==> config.mk <==
export PLATFORM = sky130hd
export DESIGN_NAME = cau_front
export DESIGN_NICKNAME = d
export VERILOG_FILES = /design/src/rtl/cau_pkg.sv /design/src/rtl/cau_front.sv
export SDC_FILE = /design/constraint.sdc
export NUM_CORES = 2
export LEC_CHECK = 0
export BUFFER_PORTS_ARGS = -buffer_cell sky130_fd_sc_hd__buf_2
export CAP_MARGIN = 20
export CORE_ASPECT_RATIO = 1.2
export CORE_MARGIN = 4
export CORE_UTILIZATION = 65
export DETAILED_ROUTE_END_ITERATION = 7
export HOLD_SLACK_MARGIN = 0.1
export PLACE_DENSITY = 0.83
export REMOVE_ABC_BUFFERS = 1
export SYNTH_ARGS = -nofsm -noshare
export SYNTH_HDL_FRONTEND = slang
export SYNTH_SLANG_ARGS = --single-unit
==> constraint.sdc <==
create_clock -name clk -period 6.2 [get_ports clk]
set_input_delay 1.24 -clock clk [delete_from_list [all_inputs] [get_ports clk]]
set_output_delay 1.24 -clock clk [all_outputs]
set_load 0.01 [all_outputs]
==> src/rtl/cau_pkg.sv <==
package cau_pkg;

    localparam int DATA_W        = 16;
    localparam int FRAC_BITS_DEF = 8;
    localparam int MAG_W         = 2 * DATA_W;

    typedef enum logic [1:0] {
        OP_ADD,
        OP_SUB,
        OP_MUL,
        OP_DIV
    } op_t;

    localparam logic [1:0] ST_OK  = 2'd0;
    localparam logic [1:0] ST_SAT = 2'd1;
    localparam logic [1:0] ST_DZ  = 2'd2;

    typedef struct packed {
        logic [1:0]               req_type;
        logic signed [DATA_W-1:0] a_re;
        logic signed [DATA_W-1:0] a_im;
        logic signed [DATA_W-1:0] b_re;
        logic signed [DATA_W-1:0] b_im;
    } req_t;

    typedef struct packed {
        logic signed [DATA_W-1:0] res_re;
        logic signed [DATA_W-1:0] res_im;
        logic [1:0]               status;
    } rsp_t;

    // one result part as sign/magnitude plus long-division state
    typedef struct packed {
        logic              neg;
        logic [MAG_W-1:0]  mag;
        logic [MAG_W-1:0]  r;
        logic [DATA_W-1:0] nlow;
        logic [DATA_W-1:0] q;
        logic              ovf;
    } lane_t;

    typedef struct packed {
        op_t              op;
        logic             dz;
        logic [MAG_W-1:0] dm;
        lane_t            re;
        lane_t            im;
    } pipe_t;

endpackage

==> src/rtl/cau_front.sv <==
module cau_front #(
    parameter int FRAC_BITS = cau_pkg::FRAC_BITS_DEF
) (
    input  logic           clk,
    input  logic           rst_n,
    input  logic           in_valid,
    input  cau_pkg::req_t  in_data,
    output logic           out_valid,
    output cau_pkg::pipe_t out_data
);

    localparam int W     = cau_pkg::DATA_W;
    localparam int MW    = cau_pkg::MAG_W;
    localparam int NW    = MW + FRAC_BITS;
    localparam int TOP_W = NW - W;
    localparam int CW    = TOP_W + MW;

    // stage 1: products and plain sums
    logic                 v1_reg;
    cau_pkg::op_t         op1_reg;
    logic                 dz1_reg;
    logic signed [MW-1:0] p_rr_reg, p_ii_reg, p_ri_reg, p_ir_reg;
    logic signed [MW-1:0] sq_r_reg, sq_i_reg;
    logic signed [W:0]    s_re_reg, s_im_reg;

    // stage 2: sign/magnitude numerators, divisor magnitude
    logic                 v2_reg;
    cau_pkg::op_t         op2_reg;
    logic                 dz2_reg;
    logic [MW-1:0]        dm2_reg;
    logic                 neg_re_reg, neg_im_reg;
    logic [MW-1:0]        mag_re_reg, mag_im_reg;

    logic                 v3_reg;
    cau_pkg::pipe_t       p3_reg;

    cau_pkg::op_t         op_in;
    logic signed [W:0]    s_re_next, s_im_next;
    logic signed [MW:0]   sr, si;
    cau_pkg::pipe_t       p3_next;

    function automatic cau_pkg::lane_t init_lane(input logic neg, input logic [MW-1:0] mag,
                                                 input logic [MW-1:0] dm);
        cau_pkg::lane_t   l;
        logic [NW-1:0]    n;
        logic [TOP_W-1:0] top;
        n      = NW'(mag) << FRAC_BITS;
        top    = n[NW-1:W];
        l.neg  = neg;
        l.mag  = mag;
        l.ovf  = CW'(top) >= CW'(dm);
        l.r    = l.ovf ? '0 : MW'(top);
        l.nlow = n[W-1:0];
        l.q    = '0;
        return l;
    endfunction

    always_comb
    begin
        op_in = cau_pkg::op_t'(in_data.req_type);
        if (op_in == cau_pkg::OP_SUB)
        begin
            s_re_next = (W+1)'(in_data.a_re) - (W+1)'(in_data.b_re);
            s_im_next = (W+1)'(in_data.a_im) - (W+1)'(in_data.b_im);
        end
        else
        begin
            s_re_next = (W+1)'(in_data.a_re) + (W+1)'(in_data.b_re);
            s_im_next = (W+1)'(in_data.a_im) + (W+1)'(in_data.b_im);
        end
    end

    always_comb
    begin
        case (op1_reg)
            cau_pkg::OP_ADD, cau_pkg::OP_SUB:
            begin
                sr = (MW+1)'(s_re_reg);
                si = (MW+1)'(s_im_reg);
            end
            cau_pkg::OP_MUL:
            begin
                sr = (MW+1)'(p_rr_reg >>> FRAC_BITS) - (MW+1)'(p_ii_reg >>> FRAC_BITS);
                si = (MW+1)'(p_ri_reg >>> FRAC_BITS) + (MW+1)'(p_ir_reg >>> FRAC_BITS);
            end
            default:
            begin
                sr = (MW+1)'(p_rr_reg) + (MW+1)'(p_ii_reg);
                si = (MW+1)'(p_ir_reg) - (MW+1)'(p_ri_reg);
            end
        endcase
    end

    always_comb
    begin
        p3_next.op = op2_reg;
        p3_next.dz = dz2_reg;
        p3_next.dm = dm2_reg;
        p3_next.re = init_lane(neg_re_reg, mag_re_reg, dm2_reg);
        p3_next.im = init_lane(neg_im_reg, mag_im_reg, dm2_reg);
    end

    always_ff @(posedge clk or negedge rst_n)
    begin
        if (!rst_n)
        begin
            v1_reg <= 1'b0;
            v2_reg <= 1'b0;
            v3_reg <= 1'b0;
        end
        else
        begin
            v1_reg <= in_valid;
            v2_reg <= v1_reg;
            v3_reg <= v2_reg;
        end
    end

    always_ff @(posedge clk)
    begin
        op1_reg    <= op_in;
        dz1_reg    <= (in_data.b_re == '0) && (in_data.b_im == '0);
        p_rr_reg   <= MW'(in_data.a_re) * MW'(in_data.b_re);
        p_ii_reg   <= MW'(in_data.a_im) * MW'(in_data.b_im);
        p_ri_reg   <= MW'(in_data.a_re) * MW'(in_data.b_im);
        p_ir_reg   <= MW'(in_data.a_im) * MW'(in_data.b_re);
        sq_r_reg   <= MW'(in_data.b_re) * MW'(in_data.b_re);
        sq_i_reg   <= MW'(in_data.b_im) * MW'(in_data.b_im);
        s_re_reg   <= s_re_next;
        s_im_reg   <= s_im_next;

        op2_reg    <= op1_reg;
        dz2_reg    <= dz1_reg;
        dm2_reg    <= MW'($unsigned(sq_r_reg) + $unsigned(sq_i_reg));
        neg_re_reg <= sr[MW];
        neg_im_reg <= si[MW];
        mag_re_reg <= sr[MW] ? MW'(-sr) : MW'(sr);
        mag_im_reg <= si[MW] ? MW'(-si) : MW'(si);

        p3_reg     <= p3_next;
    end

    assign out_valid = v3_reg;
    assign out_data  = p3_reg;

endmodule

==> qor.yml <==
outcome:
  outcome: "complete, but fails checks"
  violations: "DRC, setup timing"
critical_path:
  critical_path_class: "primary input to flip-flop"
  rr_worst_depth: 15
  crit_start: "in_data[5]"
  start_kind: "primary input"
  crit_required_ns: 6.83
  worstPathArrival_ns: 7.88
  crit_path_end: "sq_i_reg[24]"
  cp-end-kind: "flip-flop"
  rrSetupSlack_ns: 0.73
  r2r-end: "mag_re_reg[30]"
  crit_fanout: 7
  r2r-start: "p_ii_reg[8]"
placement:
  gp_congestion: 1.00
  portBuffers: 236
  dpl_cell_area_um2: 90200
  hpwl_um: 210000
  pre_cts_ws_ns: -1.51
  dp.cells: 11336
yosys:
  synthDistinctLibCells: 101
  synth_edf_count: 0
  yosys.area.top_type: "fa_1"
  syn_avg_cell_area_um2: 9.12
  yosys_warnings: 0
  syn-cell-area_um2: 80100
  async_reset_ff_frac: 0.00622
  synth_top_area_frac: 0.380
  syn_inst: 8787
  synth.area.top_cells: "fa_1 (38%), dfxtp_1 (12%), ha_1 (12%), inv_1 (9.1%), and2_1 (4.3%)"
  ys_seq_area_frac: 0.121
  ys_ff_latch: 482
  synth_flop_cell: "dfxtp_1"
final_layout:
  syn_to_final_growth_pct: 21.6
  fin_cells: 11633
  final_cell_mix: "inv_1 (1884), fa_1 (1450), buf_4 (1014), nand2_1 (776), ha_1 (699)"
  stdcell_area_um2: 97400
  final_common_cell: "inv_1"
  layout-drive-gt1-share: 0.207
  nets: 12256
  largest_reg_flops: 151
sta:
  fin_crit_sh: 1.17
  rsz0062_at_grt: "true"
  max_freq_ghz: 0.138
  clock_skew_ns: 0.0545
  fin_ws_ns: -1.05
  worst_slew_pin_slew_ns: 1.41
  maxSlewHeadroom: 0.0546
  hold_violations: 0
  timing.final.crit_period_ns: 7.25
  final-setup-viol-count: 81
  maxSlewViolCount: 0
clock_tree:
  htree_levels: 2
  clk_latency_ns: 0.70
  path_clk_slew_ns: 0.06
  cts_buffer_depth: 3
  numCtsBuffers: 50
  cts_root_buf: "clkbuf_16"
  clock-sinks: 482
  cts_tree: "built"
global_routing:
  grt_max_degree: 40
  grt_overflow_total: 0
  use_met2: 0.683
  global_route.usage.met3: 0.123
  grtUsageMet1: 0.466
  grt_pass1_wl_um: 417000
  grt_pass1_vias: 74666
  grt_busiest_layer: "met2"
  groute.usage.overall: 0.427
  antenna_found_initial: 43
floorplan:
  rows: 140
  dieWidth_um: 328
  ioPinCount: 301
  die_h_um: 393
  start_util: 0.657
  dieArea_um2: 129000
  design.core.area_um2: 122000
route:
  ant_nets: 0
  via_per_inst: 6.20
  vias: 72067
  wire_per_inst_um: 26.3
  dr.pass1.iters: 8
  drt-total-wl_um: 306000
  route.detailed.drc: 140
  drtIter0Drc: 7743
run:
  drv_cap: 0
hold_path:
  hold_path.class: "flip-flop to flip-flop"
==> area by class of cell <==
class	count	area, um^2
clock inverter	28	358
sequential	482	9660
tap	1633	2040
antenna	36	90.1
fill	6798	24500
multi-input combinational	5970	63600
inverter	1965	7400
clock buffer	64	1400
timing repair buffer	1455	12900
==> synth_stat cells, drive strengths merged (12+ instances only) <==
cell type  number
a2111oi        17
a211o          12
a211oi         42
a21boi         14
a21o          117
a21oi         273
a221oi         12
a31o           15
a31oi          26
and2          558
and3           26
buf           130
clkbuf        303
dfxtp         479
fa           1522
ha            741
inv          1954
mux2i          27
nand2         812
nand2b         67
nand3          64
nand4          27
nor2          385
nor2b          82
nor3           85
nor3b          12
nor4           23
o2111ai        12
o211ai         20
o21a           39
o21ai         160
o21bai         51
o31ai          32
or2            19
or3            24
xnor2         322
xor2          108
==> worst min-delay path by stage <==
stage | from | cells after the start | slack (ns) | to
after floorplan | dz1_reg | 0 | 0.31 | dz2_reg
after global placement | neg_im_reg | 0 | 0.31 | out_data[97]
after detailed placement | mag_re_reg[3] | 0 | 0.31 | out_data[166]
after CTS | rst_n | 1 | 0.33 | out_valid
after global routing | mag_im_reg[5] | 0 | 0.33 | out_data[70]
final | mag_re_reg[3] | 0 | 0.33 | out_data[166]
==> kinds of logic (layout without fill, tap and decap cells) <==
group / Yosys count / count (layout) / share of synthesized area
buffers and inverters: 2398 / 3512 / 0.117
xor gates and xnor gates: 430 / 430 / 0.0470
muxes: 29 / 29 / 0.00365
DFF: 482 / 482 / 0.121
other: 1 / 100 / 0.0000468
AOI/OAI and AO/OA: 952 / 952 / 0.0791
and+or+nand+nor: 2232 / 2232 / 0.137
adders and majority gates: 2263 / 2263 / 0.496
==> timing repair <==
| action | CTS | global route |
|---|---|---|
| hold buffers | 0 | 0 |
| setup endpoints to repair | 81 | 87 |
| gates resized for setup | 460 | 467 |
| buffers inserted | 81 | 72 |
| cloned | 15 | 14 |
| pin swaps | 190 | 265 |
==> worst max-delay path, stage by stage <==
cell	delay, ns
buf_16	0.13
buf_4	0.15
and2_4	0.17
fa_1	0.53
inv_2	0.19
fa_2	0.58
fa_2	0.76
inv_2	0.06
fa_1	0.40
fa_1	0.54
inv_1	0.07
fa_1	0.50
inv_1	0.06
ha_2	0.39
buf_4	0.17
nand3_1	0.13
nand2_1	0.16
nor2_2	0.07
a211o_1	0.33
o311ai_2	0.32
buf_4	0.19
or2_4	0.14
a41oi_4	0.14
nor4b_2	0.29
a311o_1	0.15
==> routing by layer <==
| layer | wire [um] | up-vias |
|---|---|---|
| met5 | 158 | - |
| met4 | 40200 | 24 |
| met3 | 40700 | 2634 |
| met2 | 133000 | 5943 |
| met1 | 91100 | 34517 |
| li1 | - | 28949 |
==> metrics by stage <==
stage / hold WS, ns / utilization / TNS, ns
floorplan: 0.310 / - / -50.45
global placement: 0.310 / 0.740 / -88.88
detailed placement: 0.312 / 0.740 / -104.92
CTS: 0.327 / 0.777 / -5.43
global route: 0.334 / 0.799 / -38.45
finish: 0.326 / 0.799 / -33.07
Power is not shown: default switching activity piles up to over one toggle a cycle in this logic, so the estimate is an artifact.
