## src/rtl/cau_pkg.sv

```systemverilog
package cau_pkg;

    localparam int DATA_W        = 16;
    localparam int FRAC_BITS_DEF = 8;
    localparam int MAG_W         = 2 * DATA_W;

    typedef enum logic [1:0] {
        OP_ADD,
        OP_SUB,
        OP_MUL,
        OP_DIV
    } op_t;

    localparam logic [1:0] ST_OK  = 2'd0;
    localparam logic [1:0] ST_SAT = 2'd1;
    localparam logic [1:0] ST_DZ  = 2'd2;

    typedef struct packed {
        logic [1:0]               req_type;
        logic signed [DATA_W-1:0] a_re;
        logic signed [DATA_W-1:0] a_im;
        logic signed [DATA_W-1:0] b_re;
        logic signed [DATA_W-1:0] b_im;
    } req_t;

    typedef struct packed {
        logic signed [DATA_W-1:0] res_re;
        logic signed [DATA_W-1:0] res_im;
        logic [1:0]               status;
    } rsp_t;

    // one result part as sign/magnitude plus long-division state
    typedef struct packed {
        logic              neg;
        logic [MAG_W-1:0]  mag;
        logic [MAG_W-1:0]  r;
        logic [DATA_W-1:0] nlow;
        logic [DATA_W-1:0] q;
        logic              ovf;
    } lane_t;

    typedef struct packed {
        op_t              op;
        logic             dz;
        logic [MAG_W-1:0] dm;
        lane_t            re;
        lane_t            im;
    } pipe_t;

endpackage

```

## src/rtl/cau_sat.sv

```systemverilog
module cau_sat (
    input  logic           clk,
    input  logic           rst_n,
    input  logic           in_valid,
    input  cau_pkg::pipe_t in_data,
    output logic           done,
    output cau_pkg::rsp_t  rsp
);

    localparam int W  = cau_pkg::DATA_W;
    localparam int MW = cau_pkg::MAG_W;
    localparam logic [MW-1:0] HALF = MW'(1) << (W - 1);

    logic          done_reg;
    cau_pkg::rsp_t rsp_reg;
    cau_pkg::rsp_t rsp_next;
    logic          sat_re, sat_im;

    function automatic logic is_sat(input cau_pkg::lane_t l, input logic isdiv);
        logic [MW-1:0] m;
        m = isdiv ? MW'(l.q) : l.mag;
        if (isdiv && l.ovf)
            return 1'b1;
        return l.neg ? (m > HALF) : (m > HALF - 1'b1);
    endfunction

    function automatic logic signed [W-1:0] sat_val(input cau_pkg::lane_t l, input logic isdiv);
        logic [MW-1:0] m;
        m = isdiv ? MW'(l.q) : l.mag;
        if (is_sat(l, isdiv))
            m = l.neg ? HALF : HALF - 1'b1;
        return l.neg ? -m[W-1:0] : m[W-1:0];
    endfunction

    always_comb
    begin
        sat_re = is_sat(in_data.re, in_data.op == cau_pkg::OP_DIV);
        sat_im = is_sat(in_data.im, in_data.op == cau_pkg::OP_DIV);
        rsp_next.res_re = sat_val(in_data.re, in_data.op == cau_pkg::OP_DIV);
        rsp_next.res_im = sat_val(in_data.im, in_data.op == cau_pkg::OP_DIV);
        rsp_next.status = (sat_re || sat_im) ? cau_pkg::ST_SAT : cau_pkg::ST_OK;
        if (in_data.op == cau_pkg::OP_DIV && in_data.dz)
        begin
            rsp_next.res_re = '0;
            rsp_next.res_im = '0;
            rsp_next.status = cau_pkg::ST_DZ;
        end
    end

    always_ff @(posedge clk or negedge rst_n)
    begin
        if (!rst_n)
            done_reg <= 1'b0;
        else
            done_reg <= in_valid;
    end

    always_ff @(posedge clk)
    begin
        rsp_reg <= rsp_next;
    end

    assign done = done_reg;
    assign rsp  = rsp_reg;

endmodule

```

## config.mk

```make
export PLATFORM = sky130hd
export DESIGN_NAME = cau_sat
export DESIGN_NICKNAME = d
export VERILOG_FILES = /design/src/rtl/cau_pkg.sv /design/src/rtl/cau_sat.sv
export SDC_FILE = /design/constraint.sdc
export NUM_CORES = 1
export LEC_CHECK = 0
export BUFFER_PORTS_ARGS = -buffer_cell sky130_fd_sc_hd__buf_2
export CAP_MARGIN = 20
export CORE_AREA = 2 2 105 107
export CTS_BUF_LIST = sky130_fd_sc_hd__clkbuf_2 sky130_fd_sc_hd__clkbuf_4 sky130_fd_sc_hd__clkbuf_8
export DETAILED_ROUTE_END_ITERATION = 8
export DIE_AREA = 0 0 107 109
export REMOVE_ABC_BUFFERS = 1
export SLEW_MARGIN = 20
export SYNTH_ARGS = -nofsm -noshare
export SYNTH_HDL_FRONTEND = slang
export SYNTH_SLANG_ARGS = --single-unit
```

## constraint.sdc

```tcl
create_clock -name clk -period 0.8 [get_ports clk]
set_input_delay 0.04 -clock clk [delete_from_list [all_inputs] [get_ports clk]]
set_output_delay 0.04 -clock clk [all_outputs]
set_load 0.02 [all_outputs]
```

==> metrics.txt, run 1 <==
post-synthesis cell count=367; GP Congestion=0.920; top post-synthesis cells by count=nand2_1, dfxtp_1, a21oi_1; Pwr Density=1180 nW/um^2; drt first pass iters=5; post-synthesis register bit count=35; Critical Path End Type=register; Worst setup SP type=input port; CTS max path bufs=2; Largest register FFs=34; WL per Instance=16.7 um; Cell variety after synth=62; final setup fails=40; clk sink count=35; H-Tree Depth=2; hold slack final=0.0431 ns; row count=38; CP endpoint=rsp[30]; starting density of the core=a little over a quarter; Post-Syn Area=2790 um^2; fmax=~0.37 GHz; TNS Setup=-45.02 ns; dpl cell area=roughly 4600 um^2; worst min-delay path category=input port to async pin; Layout fillers=903; CTS buffer count=5; vias in the first global route=4309; Final nets=897; Seq pwr share=28.9%; Post-DRT Antenna Nets=0; slew of the pin with the lowest slew margin=0.416 ns; sw power=2.26 mW; chip width=107 um; CTS Root Buffer Type=clkbuf_8; pin count of the biggest net entering global routing=30; most common cell in the synthesized netlist=nand2_1; post-route cell area=approximately 5900 um^2; GRT overflow=0; ANT cells=0; dpl cells=between 700 and 800; multi-input logic area=2360 um^2; sw frac=32.2%; worst slew margin relative to its limit=71.5%; Leakage=2.70 nW; port bufs=140; register area=747 um^2; final number of hold-violating endpoints=0; Int Pwr=4.76 mW; initial antenna violation count=0; GRT Total Usage=approximately 22%; IO Pins=around 270; Tcrit/Tclk final=340%; status=finished with violations; RSZ-0062 raised after global routing=true; Synth top area share=24.4%; Cell Count, Final, Fillers Out=802; fraction of layout cells with a size suffix above 1=65.0%; initial detailed-routing violation count=154; Vias=4162; Final Slew Violations=0; WP data arrival=roughly 2.9 ns; Area Growth Syn to Fin=113%; die area=11700 um^2; Avg Inst Size Synth=7.59 um^2; Worst-path clk slew=around 0.080 ns; Critical Path Start=in_data[229]; Max-Cap Viols=0; combinational share of power=between 40% and 50%; drc violations=0; Final Total Pwr=~7.0 mW; Post-synth EDFFs=0; dpl hpwl=approximately 9 mm; Routed WL=13.4 mm; share of the yosys chip area belonging to registers=around a quarter; minimum clock period=2.72 ns; first-pass GRT wire length=20.8 mm; CP Class=input port to register; die height=109 um; Synth Warn #=0; Worst VDD drop=0.769 mV; synth top area cells=dfxtp_1, mux2i_1, nand2_1; CP Max Fanout=6; Async SR Flop Fraction=2.86%; violated checks=negative setup slack; CTS tree=done; Clk network pwr share=28.4%; core box area=10600 um^2; CP required=between 1 and 1.5 ns; Most used DFF post-synth=dfxtp_1; Via-to-Cell Ratio=5.19; Synth area leader=dfxtp_1; worst setup margin=-1.92 ns
-- power groups by stage --
stage	clock network [mW]	logic [mW]	registers (mW)
final	2.00	3.00	2.03
after global routing	2.11	3.20	2.04
after CTS	2.03	2.80	2.01
after detailed placement	0	2.19	1.99
after global placement	0	2.16	2.00
after floorplan	0	0.709	2.19
-- cell usage in the layout (no fill, tap or decap), types with 4 or more instances in the layout --
cell type  Yosys  layout
buf_8          0       5
nand3_1       20      15
nand2b_1       5       4
nand3_2        0       5
a31oi_1        4       4
o211ai_1       4       4
buf_12         0       7
a21oi_1       33      18
a211oi_2       1       5
a21boi_1       1       4
buf_2          6     103
inv_1         10       8
nor2_1        31      27
a21oi_2        0      14
o21ai_0       17       9
xnor2_1        5       4
clkbuf_8       0       5
buf_6          2      56
dfxtp_2        0      33
a211oi_1      12       6
nand2_1       47      41
buf_4          3     134
mux2i_1       30      30
nor4_1        14      13
a311oi_1       4       4
-- metal layers --
layer  vias up  track usage, %  routed length (um)
met1      1944            26.4                5380
met2       212            40.4                6540
met4         0            8.16                 458
met5         -               0                   0
li1       1962               -                   -
met3        44            4.48                1020
-- through the flow --
step / utilization [%] / setup WS, ns
after global routing: 55.9 / -2.06
after floorplan: - / -3.15
after CTS: 53.8 / -1.84
after global placement: 43.0 / -2.41
final: 55.9 / -1.92
after detailed placement: 43.0 / -2.61
-- kinds of logic after synthesis --
kind of cell	synth area share [%]
compound gates	26.9
xor+xnor	1.89
fa+ha+maj	0.898
buf+inv	5.66
flops	25.3
mux	12.0
simple gates	27.4
-- layout make-up --
class	instances	share of cell area, %
Sequential cell	35	12.6
Multi-Input combinational cell	299	39.8
Clock buffer	5	1.16
Tap cell	140	2.95
Inverter	10	0.717
Timing Repair Buffer	310	41.6
Clock inverter	3	1.14
-- how the worst min path moves through the flow --
stage,depth (start not counted),slack (ns),end
after floorplan,0,-0.26,done
after global placement,1,-0.18,done
after detailed placement,1,-0.18,done
after CTS,2,0.05,done
after global routing,2,0.05,done
final,2,0.04,done
-- worst max-delay path, stage by stage --
cell and delay [ns]:
buf_12 0.11, buf_6 0.11, a211oi_4 0.27, o221ai_2 0.15
a2111oi_2 0.34, o21a_2 0.22, o211ai_1 0.14, o21ai_2 0.13
ha_4 0.16, o21a_1 0.15, nand3_2 0.08, or4b_4 0.54
o211ai_1 0.20, a21boi_1 0.09, a311oi_1 0.19
-- timing repair --
item,CTS,global route
endpoints found under the hold margin,2,0
hold buffers,2,0
cloned,4,0
pin swaps,47,32
setup endpoints to repair,69,68
setup buffers,34,15
resized for setup,205,69
(Power assumes the default switching activity.)
==> inputs of run 2 (changes only) <==
Settings changed: PLACE_DENSITY set to 0.63.
==> run 2 against run 1 <==
  * Critical path type unchanged
  * Combinational power grew 6%
  * Final cell count increased by 1.2%
  * Final area rose by 4.7%
  * Count of clock-buffer cells in the layout up 1
  * Highest routed layer unchanged
  * The run still ends with negative setup slack left
  * Routed wire length is 6.4% higher
  * Critical path depth decreased by 1
  * Largest cell class unchanged
  * Non-clock buffer count up 10
==> metrics.txt, run 2 (synthesis results as in run 1) <==
dpl hpwl=8.86 mm; Via-to-Cell Ratio=5.22; starting density of the core=26.3%; Worst VDD drop=slightly below 0.8 mV; commonest non-fill, non-tap cell in the layout=buf_4; fraction of layout cells with a size suffix above 1=around 67%; CP bufs+invs=1; first-pass GRT wire length=~21 mm; Pwr Density=1120 nW/um^2; Worst setup SP type=input port; die area=11700 um^2; status=finished with violations; Met3 Routed Length=1.15 mm; initial detailed-routing violation count=approximately 150; fmax=0.384 GHz; slew of the pin with the lowest slew margin=~0.58 ns; GRT Total Usage=23.1%; Post-DRT Antenna Nets=0; initial antenna violation count=0; WP data arrival=2.82 ns; max incr delay on CP=approximately 0.54 ns; die height=109 um; most frequent cells in the layout=buf_4, buf_2, buf_6; WL per Instance=roughly 18 um; Final nets=907; IO Pins=269; CP Class=input port to register; dpl cells=745; minimum clock period=approximately 2.6 ns; GRT overflow=0; Tcrit/Tclk final=325%; final setup fails=39; worst slew margin relative to its limit=60.6%; CP Max Fanout=5; vias in the first global route=approximately 4400; Cell Count, Final, Fillers Out=812; hold slack final=about 0.037 ns; worst min-delay path category=input port to async pin; M1 WL=about 5.3 mm; row count=38; CTS buffer count=5; H-Tree Depth=2; Leakage=around 2.8 nW; Vias=4241; highest routed layer=met4; chip width=around 110 um; CTS tree=done; violated checks=negative setup slack; CTS Root Buffer Type=clkbuf_8; final number of hold-violating endpoints=0; drc violations=0; port bufs=140; CP max stage cell=or4b_4; worst setup margin=-1.80 ns; TNS Setup=-45.05 ns; Final Slew Violations=0; ANT cells=0; Worst-path clk slew=0.08 ns; clk sink count=35; post-route cell area=about 6200 um^2; WL met2=7.39 mm; dpl cell area=4450 um^2; RSZ-0062 raised after global routing=true; Area Growth Syn to Fin=123%; Max-Cap Viols=0; pin count of the biggest net entering global routing=30; GP Congestion=0.924; family with the most delay on the worst path=compound AO/OA/AOI/OAI gates; CP Cell Sequence=buf_8 -> nor4bb_4 -> o221ai_2 -> a2111oi_4 -> o21a_2 -> o211ai_1 -> o21ai_2 -> ha_4 -> o21a_4 -> nand3_4 -> or4b_4 -> o211ai_1 -> a21boi_1 -> a311oi_1; CTS max path bufs=2; CP required=1.02 ns; core box area=10600 um^2; Critical Path End Type=register; most frequent CP cell=o211ai_1; Largest register FFs=34; Routed WL=roughly 14 mm; drt first pass iters=5; pre-CTS WS=-2.57 ns
run 2: cell types whose count changed in the layout (fill, tap and decap cells not counted), sizes merged:
cell      change
clkbuf        +2
bufinv        -1
clkinv        +1
buf           +9
clkinvlp      -1
run 2: final timing paths:
| path | startpoint | end | slack, ns | cells past startpoint |
|---|---|---|---|---|
| max | in_data[100] | rsp[30] | -1.80 | 14 |
| min in group clk | in_data[228] | rsp[1] | 0.18 | 4 |
| max in group asynchronous | rst_n | done | 0.68 | 2 |
| min | rst_n | done | 0.04 | 2 |
run 2: metrics by stage:
| stage | utilization [%] | power [mW] |
|---|---|---|
| final | 58.6 | 6.97 |
| after global routing | 58.6 | 7.22 |
| after floorplan | - | 2.90 |
| after detailed placement | 42.0 | 4.12 |
| after CTS | 53.8 | 6.53 |
| after global placement | 42.0 | 4.08 |
run 2: what timing repair did:
item | 4_1_cts | 5_1_grt
buffers inserted | 59 | 25
resized for setup | 203 | 116
pin swaps | 50 | 24
endpoints found under the setup margin | 64 | 69
hold endpoints to repair | 2 | 0
hold buffers | 2 | 0
cloned | 2 | 1
run 2: power breakdown:
part,switching (mW),leakage (nW),internal [mW]
Sequential,0.0827,0.295,1.94
Combinational,1.51,2.46,1.66
Clock,0.773,0.0612,1.01
Total,2.36,2.81,4.60
run 2: layout make-up:
type,instances,area (um^2)
fillers,877,4390
repair buffers,320,2610
multi-input cells,299,2520
flip-flops and latches,35,747
well taps,140,175
clock buffers,6,82.6
inverters,10,40.0
clock inverters,2,35.0
run 2: layer usage:
| layer | GRT usage [%] | vias to the layer above |
|---|---|---|
| li1 | - | 1981 |
| met2 | 43.4 | 245 |
| met3 | 5.50 | 49 |
| met4 | 9.93 | 0 |
| met1 | 24.5 | 1966 |
| met5 | 0 | - |
==> inputs of run 3 (changes only) <==
Settings changed: MAX_ROUTING_LAYER set to met4, REMOVE_ABC_BUFFERS 1 to unset.
==> run 3 against run 2 <==
  * The run still ends with negative setup slack left
  * Sequential share of layout area increased by 0.40 points
  * Critical path depth grew 2
  * Via count is 4.2% lower
  * Combinational power down 4%
  * Total power down 8.0%
  * First-iteration DRC count is 63% higher
  * Final area fell by 4.2%
  * Critical path type unchanged
  * Critical endpoint is now rsp[28]
  * Largest power group unchanged
==> metrics.txt, run 3 (synthesis results as in run 1) <==
chip width=about 110 um; IO Pins=269; CTS max path bufs=2; CTS buffer count=5; Layout fillers=982; RSZ-0062 raised after global routing=true; slew of the pin with the lowest slew margin=roughly 0.4 ns; pin count of the biggest net entering global routing=30; clk sink count=35; core box area=~11000 um^2; Routed WL=13.4 mm; max incr delay on CP=0.53 ns; H-Tree Depth=2; Worst VDD drop=0.634 mV; vias in the first global route=4104; most frequent cells in the layout=buf_4, buf_2, buf_6; Worst setup SP type=input port; Leakage=approximately 2.7 nW; Area Growth Syn to Fin=114%; CP Max Fanout=4; Max-Cap Viols=0; Vias=4062; status=finished with violations; Pwr Density=1080 nW/um^2; Final Slew Violations=0; multi-input logic area=2400 um^2; ANT cells=0; fmax=roughly 0.36 GHz; family with the most delay on the worst path=compound AO/OA/AOI/OAI gates; initial detailed-routing violation count=236; initial antenna violation count=0; minimum clock period=about 2.8 ns; Largest register FFs=34; Cell Count, Final, Fillers Out=811; Final Total Pwr=between 6 and 7 mW; worst setup margin=-1.98 ns; commonest non-fill, non-tap cell in the layout=buf_4; WP data arrival=2.97 ns; GRT overflow=0; dpl hpwl=around 9.7 mm; first-pass GRT wire length=approximately 20 mm; TNS Setup=-47.30 ns; Worst-path clk slew=0.07 ns; Final nets=907; fraction of layout cells with a size suffix above 1=63.2%; most frequent CP cell=buf_6; GRT Total Usage=a little under a quarter; Syn Nets=603; CTS Root Buffer Type=clkbuf_8; CP max stage cell=or4b_4; WL per Instance=16.6 um; Tcrit/Tclk final=348%; Post-DRT Antenna Nets=0; row count=38; die area=11700 um^2; CP Class=input port to register; die height=109 um; port bufs=140; drc violations=0; worst min-delay path category=input port to async pin; Crit path depth=16; Critical Path Start=in_data[230]; CP Cell Sequence=buf_8 -> buf_6 -> a211oi_4 -> o221ai_2 -> a2111oi_4 -> o21a_2 -> o211ai_1 -> o21ai_4 -> ha_4 -> o21a_1 -> nand3_2 -> or4b_4 -> buf_6 -> nand3b_1 -> a21boi_1 -> a311oi_1; CTS tree=done; CP bufs+invs=3; Via-to-Cell Ratio=5.01; drt first pass iters=5; CP required=0.99 ns; violated checks=negative setup slack; GP Congestion=0.902; worst slew margin relative to its limit=between 70% and 80%; register area=739 um^2; final setup fails=35; CP endpoint=rsp[28]; starting density of the core=26.3%; Critical Path End Type=register; dpl cells=749; final number of hold-violating endpoints=0
run 3: per-layer routing:
layer  global-route usage (%)  up-vias  wire length (um)  share of wire [%]
met3                     3.17       23               659                4.9
met2                     38.7      143              6610                 49
met4                     6.86        0               271                2.0
li1                         -     1985                 -                  -
met1                     27.9     1911              5900                 44
met5                        -        -                 0                  0
run 3: repair_timing:
| item | CTS | global route |
|---|---|---|
| gates resized for setup | 116 | 92 |
| setup endpoints to repair | 62 | 65 |
| hold buffers | 2 | 0 |
| buffers inserted | 30 | 20 |
| endpoints found under the hold margin | 2 | 0 |
| pin swaps | 26 | 17 |
| gates cloned | 2 | 2 |
run 3: layout make-up:
cell class                      count  share of cell area, %
Tap cell                          140                   2.94
Clock inverter                      1                 0.0841
Multi-Input combinational cell    300                   40.3
Sequential cell                    35                   12.4
Inverter                           10                  0.715
Clock buffer                        6                   1.39
Timing Repair Buffer              319                   42.1
run 3: worst min-delay path by stage:
stage	from	endpoint	slack [ns]	cells past startpoint
2_1_floorplan	rst_n	done	-0.26	0
4_1_cts	rst_n	done	0.07	2
3_3_place_gp	rst_n	done	-0.18	1
3_5_place_dp	rst_n	done	-0.18	1
6_report	rst_n	done	0.06	2
5_1_grt	rst_n	done	0.05	2
run 3: report_power, final:
group	internal, mW	total (mW)	switching [mW]	leakage, nW
Sequential	1.93	2.01	0.0773	0.294
Combinational	1.60	3.03	1.43	2.39
Clock	0.677	1.37	0.696	0.0470
Total	4.21	6.41	2.20	2.73
run 3: stage by stage:
| stage | hold WS (ns) | util [%] | cell area (um^2) | setup WS, ns |
|---|---|---|---|---|
| after global routing | 0.0537 | 56.1 | 5950 | -2.11 |
| after global placement | -0.181 | 43.6 | 4620 | -2.23 |
| final | 0.0556 | 56.1 | 5950 | -1.98 |
| after detailed placement | -0.179 | 43.6 | 4620 | -2.43 |
| after CTS | 0.0679 | 51.4 | 5450 | -1.96 |
| after floorplan | -0.256 | - | 2980 | -2.10 |
