[config.mk]
export PLATFORM = sky130hd
export DESIGN_NAME = cau_div_step
export DESIGN_NICKNAME = d
export VERILOG_FILES = /design/src/rtl/cau_pkg.sv /design/src/rtl/cau_div_step.sv
export SDC_FILE = /design/constraint.sdc
export NUM_CORES = 1
export LEC_CHECK = 0
export ABC_AREA = 1
export BUFFER_PORTS_ARGS = -buffer_cell sky130_fd_sc_hd__buf_2
export CAP_MARGIN = 30
export CORE_AREA = 8 8 175 177
export CTS_BUF_LIST = sky130_fd_sc_hd__clkbuf_4 sky130_fd_sc_hd__clkbuf_8
export DETAILED_ROUTE_END_ITERATION = 12
export DIE_AREA = 0 0 183 185
export GPL_TIMING_DRIVEN = 0
export MAX_ROUTING_LAYER = met4
export PLACE_DENSITY = 0.77
export SLEW_MARGIN = 20
export SYNTH_ARGS = -nofsm -noshare
export SYNTH_HDL_FRONTEND = slang
export SYNTH_SLANG_ARGS = --single-unit
[constraint.sdc]
create_clock -name clk -period 0.8 [get_ports clk]
set_input_delay 0.04 -clock clk [delete_from_list [all_inputs] [get_ports clk]]
set_output_delay 0.04 -clock clk [all_outputs]
set_load 0.02 [all_outputs]
[src/rtl/cau_pkg.sv]
package cau_pkg;

    localparam int DATA_W        = 16;
    localparam int FRAC_BITS_DEF = 8;
    localparam int MAG_W         = 2 * DATA_W;

    typedef enum logic [1:0] {
        OP_ADD,
        OP_SUB,
        OP_MUL,
        OP_DIV
    } op_t;

    localparam logic [1:0] ST_OK  = 2'd0;
    localparam logic [1:0] ST_SAT = 2'd1;
    localparam logic [1:0] ST_DZ  = 2'd2;

    typedef struct packed {
        logic [1:0]               req_type;
        logic signed [DATA_W-1:0] a_re;
        logic signed [DATA_W-1:0] a_im;
        logic signed [DATA_W-1:0] b_re;
        logic signed [DATA_W-1:0] b_im;
    } req_t;

    typedef struct packed {
        logic signed [DATA_W-1:0] res_re;
        logic signed [DATA_W-1:0] res_im;
        logic [1:0]               status;
    } rsp_t;

    // one result part as sign/magnitude plus long-division state
    typedef struct packed {
        logic              neg;
        logic [MAG_W-1:0]  mag;
        logic [MAG_W-1:0]  r;
        logic [DATA_W-1:0] nlow;
        logic [DATA_W-1:0] q;
        logic              ovf;
    } lane_t;

    typedef struct packed {
        op_t              op;
        logic             dz;
        logic [MAG_W-1:0] dm;
        lane_t            re;
        lane_t            im;
    } pipe_t;

endpackage

[src/rtl/cau_div_step.sv]
module cau_div_step (
    input  logic           clk,
    input  logic           rst_n,
    input  logic           in_valid,
    input  cau_pkg::pipe_t in_data,
    output logic           out_valid,
    output cau_pkg::pipe_t out_data
);

    localparam int W  = cau_pkg::DATA_W;
    localparam int MW = cau_pkg::MAG_W;

    logic           v_reg;
    cau_pkg::pipe_t p_reg;
    cau_pkg::pipe_t p_next;

    // one restoring quotient bit
    function automatic cau_pkg::lane_t step(input cau_pkg::lane_t l, input logic [MW-1:0] dm);
        cau_pkg::lane_t o;
        logic [MW:0]    rs;
        logic [MW:0]    d;
        logic           ge;
        o      = l;
        rs     = {l.r, l.nlow[W-1]};
        d      = rs - {1'b0, dm};
        ge     = rs >= {1'b0, dm};
        o.r    = ge ? d[MW-1:0] : rs[MW-1:0];
        o.q    = {l.q[W-2:0], ge};
        o.nlow = {l.nlow[W-2:0], 1'b0};
        return o;
    endfunction

    always_comb
    begin
        p_next    = in_data;
        p_next.re = step(in_data.re, in_data.dm);
        p_next.im = step(in_data.im, in_data.dm);
    end

    always_ff @(posedge clk or negedge rst_n)
    begin
        if (!rst_n)
            v_reg <= 1'b0;
        else
            v_reg <= in_valid;
    end

    always_ff @(posedge clk)
    begin
        p_reg <= p_next;
    end

    assign out_valid = v_reg;
    assign out_data  = p_reg;

endmodule

==> qor.csv, run 1 <==
stage,metric,value,unit
synthesis,Compound-Gate Fraction of Synth Area,2.20,%
setup_path,crit start category,input port,
synthesis,synth warn,0,
die,standard-cell rows,62,
detailed_routing,Vias/cell,4.86,
global_route,Overflow after GRT,0,
min_path,hold path start,in_data[37],
timing,RSZ-0062 raised after global routing,true,
setup_path,CP max FO,5,
synthesis,Yosys cell types,36,
timing,Max Freq,669,MHz
synthesis,Syn Std Cell Area,10900,um^2
clocking,total CTS buffers,39,
power,post-route total power,38.4,mW
timing,final hold vios,12,
job,max_cap viols,0,
die,core area,28100,um^2
setup_path,"Arr. time, crit path",1970,ps
synthesis,largest family of logic cells by synthesized area,simple AND/OR/NAND/NOR gates,
detailed_routing,DRT antenna net count,0,
detailed_routing,via count,13237,
placed_design,Final Wtd Congestion,0.970,
power,power density over the cells,1860,nW/um^2
global_route,vias in the first global route,13647,
detailed_routing,drt pass-1 iters,5,
global_route,largest net degree at the start of global routing,11,
synthesis,Mapped Cells,1526,
synthesis,mux contribution to synthesized area,0,%
power,share of total power in the clock network,31.8,%
layout,most frequent cells in the layout,"nand2_1 (486), inv_1 (244), buf_6 (241)",
placed_design,IO Port Bufs,461,
power,Net Sw Power,12.7,mW
detailed_routing,DR DRC count,0,
synthesis,sequential fraction of the synthesis area,42.4,%
power,Switching Share,33.1,%
setup_path,worst path required time,1280,ps
detailed_routing,WL per Instance,21.4,um
synthesis,synthesis-stage register bit count,230,
layout,design area,20700,um^2
clocking,H-tree levels,2,
timing,hold slack,-234,ps
die,Die Width,183,um
timing,Pins Over Slew Limit,0,
layout,filler instances,1940,
setup_path,CP Class,in -> reg,
power,cell-internal power,25.7,mW
layout,layout cells sized above 1,47.7,%
synthesis,adder-cell area share of the yosys netlist,7.73,%
power,Leak,10.5,nW
die,Die ar.,33900,um^2
placed_design,"worst slack, placed",-1470,ps
timing,period utilization,187,%
placed_design,Post-DP Area,14100,um^2
layout,fin util,73.7,%
synthesis,syn avg cell area,7.13,um^2
min_path,Hold Path End,out_data[38],
power,peak supply drop,1.57,mV
layout,NumNets Final,2603,
clocking,CTS tree,done,
timing,min Tclk post-route,1500,ps
global_route,first-pass GRT wire length,82600,um
placed_design,DP Wirelength,39900,um
die,Die H,185,um
timing,"Setup violations, final",296,
clocking,CTS Sinks,230,
die,Initial Utilization,38.7,%
timing,Setup WS post-layout,-695,ps
min_path,hold crit path type,in -> reg,
die,IO Pins,466,
setup_path,crit end category,register,
outcome,outcome,"finished, violations left",
clocking,clock root cell,clkbuf_8,
synthesis,simple-gate share of the synthesized area,34.1,%
power,Gate power share,33.4,%
layout,Area Growth Syn to Fin,90.2,%
clocking,Bufs on Longest Clock Path,3,
min_path,Hold Path Cell Cnt,3,
detailed_routing,Post-Route WL,58200,um
detailed_routing,DRT iter0 DRCs,807,
global_route,Tot GR Track Use,33.0,%
power,Flop pwr share,34.8,%
global_route,antenna violations before repair,9,
clocking,clk slew on worst S/H paths,70,ps
layout,"most common cell after layout, fill and taps aside",nand2_1,
outcome,failing checks,"negative hold slack, negative setup slack",
synthesis,xor and xnor area share after synthesis,2.25,%
-- power groups by stage --
stage | combinational [mW] | clock (mW) | sequential [mW]
6_report | 12.8 | 12.2 | 13.4
4_1_cts | 12.1 | 12.2 | 13.3
2_1_floorplan | 3.97 | 0 | 14.5
5_1_grt | 13.6 | 12.8 | 13.4
3_5_place_dp | 8.75 | 0 | 13.0
3_3_place_gp | 8.71 | 0 | 13.0
-- state kept, by name (all words and copies together), names as in the netlist --
signal,flops
out_data,229
out_valid,1
-- Yosys cell counts (all sizes together) --
| master | instances | area (um^2) |
|---|---|---|
| and2 | 9 | 56.3 |
| ha | 64 | 801 |
| nand3b | 13 | 101 |
| a21oi | 38 | 194 |
| fa | 2 | 40.0 |
| conb | 1 | 3.75 |
| nand4 | 4 | 25.0 |
| nor3 | 16 | 90.1 |
| buf | 21 | 169 |
| o21bai | 3 | 22.5 |
| xor2 | 26 | 228 |
| dfrtp | 1 | 25.0 |
| nand2 | 595 | 2340 |
| inv | 281 | 1050 |
| and3 | 1 | 6.26 |
| o21ai | 3 | 15.0 |
| nor2 | 87 | 390 |
| nand3 | 129 | 706 |
| a21o | 1 | 7.51 |
| dfxtp | 229 | 4580 |
| xnor2 | 2 | 17.5 |
-- cell families (layout without fill, tap and decap cells) --
| kind of cell | count (synthesis) | in the layout |
|---|---|---|
| AO/OA/AOI/OAI | 45 | 45 |
| other | 1 | 11 |
| XOR/XNOR | 28 | 28 |
| AND/OR/NAND/NOR | 854 | 854 |
| flip-flops | 230 | 230 |
| adder cells (fa/ha/maj) | 66 | 66 |
| buffers and inverters | 302 | 1106 |
-- timing repair --
action	CTS	global route
pin swaps	45	53
hold buffers	205	20
hold endpoints to repair	229	25
setup endpoints to repair	296	296
setup buffers	40	9
resized for setup	884	91
cloned	6	1
-- how the worst max path moves through the flow --
stage,startpoint,endpoint,depth (start not counted)
CTS,in_data[213],out_data[133],16
finish,in_data[213],out_data[160],16
floorplan,in_data[216],out_data[161],12
global placement,in_data[223],out_data[148],14
global route,in_data[213],out_data[160],16
detailed placement,in_data[221],out_data[148],14
-- stage by stage --
stage | setup TNS, ps | instances
6_report | -90880 | 2724
3_3_place_gp | -86070 | 2372
2_1_floorplan | -44300 | 1527
5_1_grt | -100080 | 2723
4_1_cts | -93870 | 2690
3_5_place_dp | -86860 | 2372
-- worst max-delay path, cell delays in order --
cell        delay (ps)
buf_8               80
clkinvlp_4         130
buf_12             160
ha_4               290
nand2_4             60
nor2_4             110
nand2_2            100
nor2_4             160
nand2_2             80
nor2_4             110
nor2_4              80
nand2_8             90
buf_12             120
buf_12             130
nand3_2            100
nand2_1            130
-- routing by layer --
metal | up-vias | wire (um) | GRT usage, %
li1 | 6187 | - | -
met1 | 6195 | 21000 | 33.2
met2 | 623 | 29300 | 59.3
met3 | 232 | 3520 | 6.55
met4 | 0 | 4370 | 19.4
met5 | - | 0 | -
-- cell type report --
type	instances	area [um^2]	share of cell area (%)
flip-flops and latches	230	4890	23.7
inverters	281	1100	5.30
plain buffers	18	218	1.05
clock buffers	58	717	3.47
multi-input cells	995	6460	31.2
clock inverters	11	166	0.805
well taps	384	480	2.32
repair buffers	738	6630	32.1
diodes	9	22.5	0.109
No activity file was read; power rests on OpenSTA's default activity.
==> inputs of run 2 (changes only) <==
--- a/config.mk
+++ b/config.mk
@@ -8,14 +8,15 @@
 export ABC_AREA = 1
 export BUFFER_PORTS_ARGS = -buffer_cell sky130_fd_sc_hd__buf_2
 export CAP_MARGIN = 30
-export CORE_AREA = 8 8 175 177
+export CORE_AREA = 2 2 184 186
 export CTS_BUF_LIST = sky130_fd_sc_hd__clkbuf_4 sky130_fd_sc_hd__clkbuf_8
 export DETAILED_ROUTE_END_ITERATION = 12
-export DIE_AREA = 0 0 183 185
+export DIE_AREA = 0 0 186 188
 export GPL_TIMING_DRIVEN = 0
 export MAX_ROUTING_LAYER = met4
-export PLACE_DENSITY = 0.77
+export PLACE_DENSITY = 0.68
 export SLEW_MARGIN = 20
 export SYNTH_ARGS = -nofsm -noshare
 export SYNTH_HDL_FRONTEND = slang
 export SYNTH_SLANG_ARGS = --single-unit
+export TNS_END_PERCENT = 50
==> qor.csv, run 2 (synthesis results as in run 1) <==
stage,metric,value,unit
outcome,outcome,"finished, violations left",
outcome,failing checks,"negative hold slack, negative setup slack",
layout,max FFs per register,229,
layout,Area Growth Syn to Fin,90.1,%
job,max_cap viols,0,
global_route,GRT met3 Usage,5.17,%
timing,Setup WS post-layout,-565,ps
die,standard-cell rows,67,
global_route,Tot GR Track Use,29.1,%
setup_path,CP Class,in -> reg,
setup_path,CP top delay family,simple AND/OR/NAND/NOR gates,
setup_path,crit end category,register,
timing,"Setup violations, final",296,
placed_design,DP Wirelength,39200,um
timing,Pins Over Slew Limit,0,
global_route,Overflow after GRT,0,
clocking,total CTS buffers,41,
global_route,gr busiest metal,met2,
global_route,antenna violations before repair,6,
layout,most frequent cells in the layout,"nand2_1 (453), inv_1 (243), buf_6 (239)",
timing,hold slack,-392,ps
power,power density over the cells,1850,nW/um^2
clocking,clock root cell,clkbuf_8,
detailed_routing,DRT antenna net count,0,
setup_path,worst path required time,1320,ps
timing,period utilization,171,%
setup_path,Crit path largest cell delay,350,ps
timing,Max Freq,732,MHz
global_route,vias in the first global route,12875,
global_route,first-pass GRT wire length,74100,um
setup_path,Crit-path slowest cell,ha_4,
layout,layout cells sized above 1,49.6,%
layout,"most common cell after layout, fill and taps aside",nand2_1,
die,Die H,188,um
placed_design,Final Wtd Congestion,0.934,
power,peak supply drop,1.21,mV
global_route,largest net degree at the start of global routing,11,
timing,RSZ-0062 raised after global routing,true,
setup_path,worst setup path end,out_data[156],
setup_path,Crit path depth,14,
detailed_routing,via count,12573,
setup_path,CP bufs+invs,3,
layout,final std cells w/o fill,2766,
die,Initial Utilization,32.8,%
clocking,clk slew on worst S/H paths,60,ps
timing,min Tclk post-route,1370,ps
global_route,met1 Use GR,30.6,%
clocking,CTS Sinks,230,
detailed_routing,DRT iter0 DRCs,665,
layout,NumNets Final,2584,
timing,final hold vios,28,
die,IO Pins,466,
placed_design,Placed Instances,2436,
detailed_routing,Post-Route WL,52900,um
detailed_routing,drt pass-1 iters,5,
setup_path,crit start category,input port,
clocking,H-tree levels,2,
die,Die Width,186,um
detailed_routing,WL per Instance,19.1,um
min_path,hold crit path type,in -> reg,
setup_path,Most Frequent Cell on Critical Path,nor2_4,
setup_path,Worst Setup SP,in_data[213],
die,Die ar.,35000,um^2
detailed_routing,Vias/cell,4.55,
clocking,Bufs on Longest Clock Path,3,
setup_path,CP max FO,7,
global_route,GR met2 Demand/Resource,52.5,%
layout,filler instances,2682,
setup_path,"Critical Path, Cell by Cell",buf_8 > clkinvlp_4 > ha_4 > nand2_4 > nor2_4 > nand2_2 > nor2_4 > nand2_2 > nor2_4 > nor2_4 > nand2_8 > buf_12 > nand3_2 > nand2_1,
placed_design,IO Port Bufs,461,
clocking,CTS tree,done,
detailed_routing,DR DRC count,0,
power,Leak,10.5,nW
die,core area,33100,um^2
setup_path,"Arr. time, crit path",1890,ps
[run 2: area by class of cell]
| cell class | instances | area (um^2) | share of cell area [%] |
|---|---|---|---|
| Timing Repair Buffer | 718 | 6330 | 30.6 |
| Multi-Input combinational cell | 996 | 6680 | 32.3 |
| Inverter | 281 | 1100 | 5.32 |
| Antenna cell | 6 | 15.0 | 0.0726 |
| Tap cell | 448 | 561 | 2.71 |
| Sequential cell | 230 | 4890 | 23.7 |
| Clock buffer | 58 | 748 | 3.62 |
| Clock inverter | 13 | 150 | 0.726 |
| Buffer | 16 | 205 | 0.992 |
[run 2: per-layer routing]
layer	vias up	routed length, um	share of wire, %
li1	6148	-	-
met1	5852	20100	38
met2	445	27300	52
met3	128	2980	5.6
met4	0	2470	4.7
met5	-	0	0
[run 2: repair_timing]
action                                 4_1_cts  5_1_grt
buffers inserted                            27       15
hold buffers                               189       21
resized for setup                          539      496
setup endpoints to repair                  296      296
endpoints found under the hold margin      229       45
cloned                                       2        4
pin swaps                                   37       34
[run 2: worst min path at each step]
stage                       startpoint  depth (start not counted)             to  slack (ps)
final                     in_data[197]                          1  out_data[197]        -390
after global routing      in_data[197]                          1  out_data[197]        -440
after CTS                 in_data[202]                          1  out_data[202]        -450
after detailed placement         rst_n                          1      out_valid        -180
after global placement           rst_n                          1      out_valid        -180
after floorplan                  rst_n                          0      out_valid        -260
[run 2: where the power goes]
part           internal (mW)  leakage [nW]  switching (mW)
logic                   5.86          8.08            6.89
clock network           7.01         0.463            5.21
registers               12.8          1.95           0.550
total                   25.7          10.5            12.6
[run 2: metrics by stage]
stage               power (mW)  util [%]  worst slack (ps)  setup TNS, ps  cell area (um^2)
global placement          21.8      42.7             -1450         -87260             14100
floorplan                 18.5         -              -683         -44320             11300
CTS                       36.6      57.1              -476         -97760             18900
finish                    38.3      62.4              -565         -90240             20700
detailed placement        21.8      42.7             -1510         -89360             14100
global route              40.0      62.4              -558        -101020             20700
==> inputs of run 3 (changes only) <==
--- a/config.mk
+++ b/config.mk
@@ -5,16 +5,15 @@
 export SDC_FILE = /design/constraint.sdc
 export NUM_CORES = 1
 export LEC_CHECK = 0
-export ABC_AREA = 1
 export BUFFER_PORTS_ARGS = -buffer_cell sky130_fd_sc_hd__buf_2
 export CAP_MARGIN = 30
-export CORE_AREA = 2 2 184 186
+export CORE_AREA = 2 2 180 182
 export CTS_BUF_LIST = sky130_fd_sc_hd__clkbuf_4 sky130_fd_sc_hd__clkbuf_8
 export DETAILED_ROUTE_END_ITERATION = 12
-export DIE_AREA = 0 0 186 188
+export DIE_AREA = 0 0 182 184
 export GPL_TIMING_DRIVEN = 0
 export MAX_ROUTING_LAYER = met4
-export PLACE_DENSITY = 0.68
+export PLACE_DENSITY = 0.65
 export SLEW_MARGIN = 20
 export SYNTH_ARGS = -nofsm -noshare
 export SYNTH_HDL_FRONTEND = slang
==> qor.csv, run 3 <==
stage,metric,value,unit
detailed_routing,Post-Route WL,47100,um
detailed_routing,Vias/cell,4.88,
clocking,clock root cell,clkbuf_8,
setup_path,crit start category,input port,
detailed_routing,DR DRC count,0,
synthesis,Yosys cell types,70,
timing,Setup WS post-layout,-1260,ps
die,IO Pins,466,
global_route,Overflow after GRT,0,
global_route,largest net degree at the start of global routing,13,
global_route,gr busiest metal,met2,
min_path,hold crit path type,in -> reg,
layout,NumNets Final,1988,
layout,Area Growth Syn to Fin,102,%
layout,most frequent cells in the layout,"buf_6 (236), dlygate4sd3_1 (225), dfxtp_2 (223)",
timing,final hold vios,9,
outcome,outcome,"finished, violations left",
clocking,total CTS buffers,42,
clocking,Bufs on Longest Clock Path,3,
power,power density over the cells,1990,nW/um^2
synthesis,area share of the largest cell type after synthesis,49.2,%
placed_design,"worst slack, placed",-2250,ps
outcome,failing checks,"negative hold slack, negative setup slack",
die,Die Width,182,um
placed_design,DP Wirelength,31400,um
synthesis,Mapped Cells,909,
global_route,first-pass GRT wire length,63500,um
layout,final std cells w/o fill,2127,
synthesis,synthesis-stage register bit count,230,
die,Die H,184,um
power,post-route total power,37.4,mW
synthesis,Syn Std Cell Area,9320,um^2
power,Leak,8.53,nW
synthesis,most common cell in the netlist,dfxtp_1,
timing,Max transition margin,54.2,%
placed_design,Final Wtd Congestion,0.934,
global_route,GR met2 Demand/Resource,45.8,%
synthesis,top cell type by total area after synthesis,dfxtp_1,
clocking,CTS Sinks,230,
synthesis,Post-synth EDFFs,0,
detailed_routing,WL per Instance,22.1,um
layout,"most common cell after layout, fill and taps aside",buf_6,
detailed_routing,DRT antenna net count,0,
setup_path,CP max FO,6,
timing,post-route setup TNS,-129900,ps
die,standard-cell rows,65,
timing,"Setup violations, final",296,
job,max_cap viols,0,
clocking,CTS tree,done,
global_route,Tot GR Track Use,25.8,%
setup_path,CP Class,in -> reg,
setup_path,crit end category,register,
layout,layout cells sized above 1,60.8,%
global_route,met1 Use GR,27.6,%
timing,RSZ-0062 raised after global routing,true,
setup_path,worst path required time,1230,ps
layout,max FFs per register,229,
timing,period utilization,257,%
timing,min Tclk post-route,2060,ps
die,Die ar.,33500,um^2
global_route,vias in the first global route,10646,
clocking,clk slew on worst S/H paths,60,ps
die,Initial Utilization,29.7,%
synthesis,ys async rst share,0.435,%
synthesis,Synth area leaders,"dfxtp_1 (49%), ha_1 (8.6%), mux2_4 (4.2%), a21oi_1 (3.1%), o21ai_0 (2.9%)",
die,core area,31400,um^2
power,peak supply drop,1.24,mV
synthesis,sequential fraction of the synthesis area,49.5,%
global_route,antenna violations before repair,7,
placed_design,Placed Instances,1773,
detailed_routing,DRT iter0 DRCs,472,
timing,hold slack,-360,ps
setup_path,"Arr. time, crit path",2490,ps
detailed_routing,via count,10385,
synthesis,top cells by instance count after synthesis,"dfxtp_1 (229), nand2_1 (67), ha_1 (64)",
detailed_routing,drt pass-1 iters,5,
timing,Max Freq,486,MHz
timing,Pins Over Slew Limit,0,
placed_design,IO Port Bufs,461,
clocking,H-tree levels,2,
synthesis,syn avg cell area,10.2,um^2
timing,Worst-Margin Slew,682,ps
global_route,GRT met3 Usage,5.59,%
synthesis,ys flop type,dfxtp_1,
synthesis,synth warn,0,
run 3: cell types whose count changed after synthesis, moves of 26 or more:
cell     delta
nand3_1    -96
nand2_1   -505
o21ai_0    +51
mux2_4     +26
a21o_1     +29
inv_1     -218
run 3: cells by family (layout without fill, tap and decap cells):
| logic type | Yosys count | after routing | synth area share, % |
|---|---|---|---|
| other | 1 | 8 | 0.0403 |
| AO/OA/AOI/OAI | 234 | 234 | 16.6 |
| buffers and inverters | 86 | 895 | 4.16 |
| adder cells (fa/ha/maj) | 66 | 66 | 9.03 |
| XOR/XNOR | 47 | 47 | 4.42 |
| AND/OR/NAND/NOR | 207 | 207 | 10.7 |
| flip-flops | 230 | 230 | 49.5 |
| multiplexers | 38 | 38 | 5.53 |
run 3: what timing repair did:
item | 4_1_cts | 5_1_grt
pin swaps | 65 | 37
hold endpoints to repair | 230 | 15
cloned | 5 | 2
gates resized for setup | 504 | 471
setup endpoints to repair | 296 | 296
hold buffers | 216 | 9
setup buffers | 41 | 9
run 3: final timing paths:
check                             start  slack [ps]       endpoint  depth (start not counted)
setup / recovery           in_data[202]       -1260  out_data[158]                         13
hold / removal             in_data[196]        -360  out_data[196]                          1
max in group asynchronous         rst_n         330      out_valid                          3
min in group asynchronous         rst_n         340      out_valid                          3
run 3: area by class of cell:
| type | count | area (um^2) |
|---|---|---|
| tap | 402 | 503 |
| fill | 2474 | 12500 |
| multi-input combinational | 594 | 5410 |
| clock buffer | 61 | 771 |
| inverter | 61 | 287 |
| buffer | 18 | 258 |
| sequential | 230 | 4890 |
| timing repair buffer | 741 | 6620 |
| clock inverter | 14 | 97.6 |
| antenna | 6 | 15.0 |
run 3: layer usage:
metal	wire length (um)	part of all wire, %
met1	17500	37
met2	24100	51
met3	3100	6.6
met4	2380	5.1
met5	0	0
run 3: critical path, cell delays in order:
cell	delay, ps
buf_4	140
inv_12	50
ha_4	250
a21o_1	180
a211o_1	300
o311a_4	340
a211oi_4	290
buf_6	150
buf_6	80
o211ai_1	100
a21oi_2	170
xnor2_1	100
mux2_4	280
run 3: power breakdown:
part           internal (mW)  switching [mW]  leakage (nW)
registers               12.8           0.593          1.95
logic                   6.33            5.99          6.13
clock network           6.27            5.39         0.455
total                   25.5            12.0          8.53
run 3: metrics by stage:
| stage | hold slack, ps | utilization, % | instance area, um^2 |
|---|---|---|---|
| after floorplan | -256 | - | 9540 |
| after global placement | -185 | 39.3 | 12400 |
| after detailed placement | -184 | 39.3 | 12400 |
| after CTS | -430 | 55.1 | 17300 |
| after global routing | -378 | 60.0 | 18800 |
| final | -360 | 60.0 | 18800 |
